`src/rtl/qnl_pkg.sv`:
```
// Package for the quaternion normalised blend.
// Holds the fixed widths, constants and flag struct shared by the interfaces, pipeline, top and testbench.
// No dependencies.
package qnl_pkg;

  // Blend weight, Q1.16 with one at 2^16
  localparam int WEIGHT_W = 17;
  localparam logic [WEIGHT_W-1:0] WEIGHT_ONE = 17'h10000;

  // Degenerate threshold register, Q2.30
  localparam int THR_W = 32;
  localparam logic [THR_W-1:0] THR_RESET = 32'd10737;

  // Blend magnitude in Q.30 (below 2^30), squares and their sum
  localparam int INNER_FRAC = 30;
  localparam int MAG_W = 30;
  localparam int SQ_W = 2 * MAG_W;
  localparam int SUM_W = 62;

  // Magnitude after normalisation, raw and rounded root, root remainder
  localparam int NMAG_W = 31;
  localparam int RAW_ROOT_W = 31;
  localparam int ROOT_W = 32;
  localparam int REM_W = 33;

  // Lanes: x, y, z, w
  localparam int LANES = 4;

  // Per-item flags that travel with the data
  typedef struct packed {
    logic bypass;
    logic degenerate;
    logic [LANES-1:0] neg;
  } qnl_flags_t;

  localparam int FLAGS_W = $bits(qnl_flags_t);

endpackage

```
`src/rtl/qnl_sqrt.sv`:
```
// Pipelined integer square root, one result bit per stage, rounded to
// nearest in a final stage. Carries a sideband vector. Depends on qnl_pkg.
module qnl_sqrt import qnl_pkg::*; #(
  parameter int SIDE_W = 1
) (
  input  logic clk,
  input  logic rst,
  input  logic en,
  input  logic in_valid,
  input  logic [SUM_W-1:0] radicand,
  input  logic [SIDE_W-1:0] side_in,
  output logic out_valid,
  output logic [ROOT_W-1:0] root,
  output logic [SIDE_W-1:0] side_out
);

  localparam int N = RAW_ROOT_W;

  logic v_q [N];
  logic [SUM_W-1:0] x_q [N];
  logic [RAW_ROOT_W-1:0] r_q [N];
  logic [REM_W-1:0] rem_q [N];
  logic [SIDE_W-1:0] side_q [N];

  for (genvar j = 0; j < N; j++) begin : g_step
    logic v_p;
    logic [SUM_W-1:0] x_p;
    logic [RAW_ROOT_W-1:0] r_p;
    logic [REM_W-1:0] rem_p;
    logic [SIDE_W-1:0] side_p;
    logic [REM_W+1:0] rem2, trial;
    logic ge;

    if (j == 0) begin : g_src
      assign v_p = in_valid;
      assign x_p = radicand;
      assign r_p = '0;
      assign rem_p = '0;
      assign side_p = side_in;
    end else begin : g_src
      assign v_p = v_q[j-1];
      assign x_p = x_q[j-1];
      assign r_p = r_q[j-1];
      assign rem_p = rem_q[j-1];
      assign side_p = side_q[j-1];
    end

    // Bring down two bits and try the next root bit
    assign rem2 = {rem_p, x_p[SUM_W-1 -: 2]};
    assign trial = (REM_W + 2)'({r_p, 2'b01});
    assign ge = rem2 >= trial;

    always_ff @(posedge clk) begin
      if (rst) begin
        v_q[j] <= 1'b0;
      end else if (en) begin
        v_q[j] <= v_p;
      end
    end

    always_ff @(posedge clk) begin
      if (en) begin
        x_q[j] <= x_p << 2;
        r_q[j] <= {r_p[RAW_ROOT_W-2:0], ge};
        rem_q[j] <= ge ? REM_W'(rem2 - trial) : REM_W'(rem2);
        side_q[j] <= side_p;
      end
    end
  end

  // Round: step up when the remainder exceeds the root
  always_ff @(posedge clk) begin
    if (rst) begin
      out_valid <= 1'b0;
    end else if (en) begin
      out_valid <= v_q[N-1];
    end
  end

  always_ff @(posedge clk) begin
    if (en) begin
      root <= ROOT_W'(r_q[N-1]) +
              ((rem_q[N-1] > REM_W'(r_q[N-1])) ? ROOT_W'(1) : ROOT_W'(0));
      side_out <= side_q[N-1];
    end
  end

endmodule

```
`config.mk`:
```
export PLATFORM = sky130hd
export DESIGN_NAME = qnl_sqrt
export DESIGN_NICKNAME = d
export VERILOG_FILES = /design/src/rtl/qnl_pkg.sv /design/src/rtl/qnl_sqrt.sv
export SDC_FILE = /design/constraint.sdc
export NUM_CORES = 2
export LEC_CHECK = 0
export ABC_CLOCK_PERIOD_IN_PS = 8100
export BUFFER_PORTS_ARGS = -buffer_cell sky130_fd_sc_hd__buf_2
export CAP_MARGIN = 10
export CORE_MARGIN = 1.5
export CORE_UTILIZATION = 45
export CTS_BUF_LIST = sky130_fd_sc_hd__clkbuf_8 sky130_fd_sc_hd__clkbuf_16
export CTS_CLUSTER_DIAMETER = 30
export DETAILED_ROUTE_END_ITERATION = 7
export MAX_ROUTING_LAYER = met4
export SETUP_SLACK_MARGIN = 0.4
export SLEW_MARGIN = 30
export SYNTH_ARGS = -nofsm -noshare
export SYNTH_HDL_FRONTEND = slang
export SYNTH_SLANG_ARGS = --single-unit
```
`constraint.sdc`:
```
create_clock -name clk -period 8.1 [get_ports clk]
set_clock_uncertainty 0.05 [all_clocks]
set_input_delay 1.62 -clock clk [delete_from_list [all_inputs] [get_ports clk]]
set_output_delay 1.62 -clock clk [all_outputs]
set_load 0.02 [all_outputs]
```
==> key figures <==
Synth
  • Ys async rst share: 0%
  • Most used DFF post-synth: edfxtp_1
  • Syn Inst Count: approximately 9000
  • Post-synth top area share: between 60% and 70%
  • Top-count cell post-synth: edfxtp_1
  • Top post-synthesis cells by area: edfxtp_1 (64%), ha_1 (6.1%), xnor2_1 (3.2%), xor2_1 (3.0%), a21oi_1 (2.5%)
  • Number of synthesis warnings: 0
  • Number of synthesized flops with an enable pin: between 2000 and 2500
  • Sequential share of the synthesized area: 64.3%
  • Mapped Nets: approximately 9700
  • Post-synth top cells: edfxtp_1 (2496), inv_1 (693), a21oi_1 (587), nor2_1 (587), nand2_1 (565)
  • Area leader, netlist: edfxtp_1
  • Synth Register Bits: 2497
  • Area of the mapped netlist: 117000 um^2
  • Count of unique library cells instantiated by Yosys: 97
  • Syn_area_per_cell: between 10 and 15 um^2

Die
  • # rows: roughly 190
  • DIE WIDTH: 512 um
  • Effective utilization at floorplan: ~45%
  • Total core area: around 260000 um^2
  • Die span in y: approximately 500 um
  • Area of the die: about 260000 um^2
  • Number of top-level pins: 101

STA
  • Setup TNS: 0 ps
  • Max_slew headroom: 32.5%
  • FMAX: between 200 and 250 MHz
  • RSZ-0062 raised after global routing: false
  • Count of pins over their slew limit: 0
  • Final setup fails: 0
  • Final hold vios: 0
  • Final worst path period need: around 4800 ps
  • Worst Tran Pin Value: approximately 1000 ps
  • Crit share post-route: roughly three fifths

Clock tree
  • Sinks on Clock Net: approximately 2500
  • CTS max path bufs: 4
  • Postcts setup bufs: 0
  • Clock slew at reported path FFs: around 50 ps
  • Post-CTS Hold Fix Bufs: 0
  • TritonCTS buffer count: 519
  • Worst-Skew Late Latency: between 900 and 1000 ps
  • Root Buffer: clkbuf_16
  • Count of cells resized by post-cts repair: 0
  • CTS tree: yes
  • H-tree Lvls: 6

Placed design
  • Final HPWL DP: about 160 mm
  • Gp weighted congestion: 0.927
  • Port bufs: 100
  • Placed Cells: 12400

Critical path
  • Buffers and inverters on the worst path: 3
  • Largest stage delay on the critical path: between 500 and 600 ps
  • Worst endpoint required time: 8750 ps
  • WS Path Type: reg -> reg
  • CP startpoint kind: flop
  • Data arrival, critical path: between 5000 and 6000 ps
  • Crit-path leading delay family: simple AND/OR/NAND/NOR gates
  • CP Capture Type: flop
  • Crit path cell chain: inv_1 -> ha_1 -> nand4_1 -> nor2_1 -> a211oi_1 -> o21ai_0 -> a21oi_1 -> nor3_1 -> o21ai_0 -> and3_1 -> a41oi_1 -> ha_1 -> nand2_1 -> nor4_1 -> buf_4 -> inv_1 -> nor3_1 -> or3b_2 -> xnor2_1
  • CP Max Fanout: 8
  • CP max-delay cell: nor3_1

Global route
  • Vias in the first global route: about 71000
  • GRT Util Overall: between 10% and 20%
  • Grt ovf: 0
  • First-pass GRT wire length: 377 mm
  • Initial antenna violation count: 1
  • Largest net degree at the start of global routing: between 150 and 200

Min path
  • Hold Crit Class: reg -> reg

Layout
  • Final Net Count: approximately 10000
  • Layout Cells excl Fill: between 10000 and 15000
  • Area Growth Syn to Fin: 19.1%
  • Share of cells above drive strength 1: 11.6%

Detailed routing
  • Antenna-violating nets left: 0
  • First-pass iteration count of the detailed router: 6
  • Via count: just over 70000
  • DR iter-0 viols: approximately 5100
  • Post-DR vias/cell: around 5.3
  • Final WL: ~240 mm
  • WL/cell: about 18 um
  • Residual DRC: 0

Job
  • # Max-Cap Violations: 0

Pwr
  • Pleak: 0.0540 uW
  • PwrDens: 328 nW/um^2
  • Worst VDD drop: a little over 0.2 mV

Run status
  • Outcome: complete, no violations
==> final timing paths <==
path                                           start                     to  slack (ps)  depth (start not counted)
worst min register to register  x_q[9][41]$_DFFE_PP_  x_q[10][43]$_DFFE_PP_         340                          0
worst min-delay path            x_q[9][41]$_DFFE_PP_  x_q[10][43]$_DFFE_PP_         340                          0
worst max register to register  r_q[30][1]$_DFFE_PP_     root[27]$_DFFE_PP_        3290                         19
worst max-delay path            r_q[30][1]$_DFFE_PP_     root[27]$_DFFE_PP_        3290                         19
==> cells in the final DEF, fill, tap and decap left out, types with 60 or more instances in the layout <==
cell,count
inv_1,764
nand4_1,93
xor2_1,404
buf_2,99
nand2_1,565
bufinv_16,60
nor4_1,124
or3_1,85
nor2b_1,81
o21bai_1,60
mux2_2,89
nor2_1,587
nand3_1,159
nor3_1,235
a21o_1,225
ha_1,564
and2_1,65
o21ai_0,441
a21oi_1,586
clkbuf_16,528
o21a_1,117
nand2b_1,122
clkinv_2,71
xnor2_1,429
edfxtp_1,2496
==> flip-flops by register name (all words and copies together) (netlist names) <==
register,cells
out_valid,1
r_q,496
rem_q,975
root,32
side_out,1
side_q,31
v_q,31
x_q,930
==> per-stage QoR <==
step	hold slack, ps	util (%)	instance area [um^2]	setup slack [ps]	total power [uW]
floorplan	350	-	117000	4210	22700
global placement	350	47.2	121000	2860	24900
detailed placement	355	47.2	121000	3150	25000
CTS	346	54.0	139000	3130	46000
global route	353	54.0	139000	2880	47700
finish	338	54.0	139000	3290	45600
==> routing by layer <==
| layer | wire, um | global-route usage [%] |
|---|---|---|
| met3 | 11700 | 3.08 |
| met4 | 7450 | 6.75 |
| met2 | 105000 | 27.3 |
| met1 | 111000 | 24.8 |
| met5 | 0 | - |
==> kinds of logic after synthesis <==
group	after synthesis	share of synthesized area, %
DFF	2497	64.3
adders and majority gates	564	6.05
and+or+nand+nor	2353	9.99
xor gates and xnor gates	833	6.26
buffers and inverters	869	2.81
muxes	106	1.01
other	1	0.00322
AOI/OAI and AO/OA	1804	9.58
==> worst reg2reg max path: stages (launching register included) <==
cell	delay, ps
edfxtp_1	490
inv_1	80
ha_1	290
nand4_1	100
nor2_1	110
a211oi_1	60
o21ai_0	300
a21oi_1	120
nor3_1	140
o21ai_0	100
and3_1	190
a41oi_1	290
ha_1	280
nand2_1	90
nor4_1	390
buf_4	210
inv_1	40
nor3_1	580
or3b_2	510
xnor2_1	130
==> layout make-up <==
type	instances	area, um^2
clock inverters	412	4260
clock buffers	528	13200
inverters	697	2620
fillers	21000	118000
repair buffers	159	1130
flip-flops and latches	2497	75000
diodes	1	2.50
multi-input cells	5661	38400
well taps	3384	4230
==> report_power, final <==
group	total (uW)	internal, uW	switching, uW
Combinational	7390	3130	4260
Clock	20700	13800	6890
Sequential	17500	16400	1070
(Power assumes the default switching activity.)
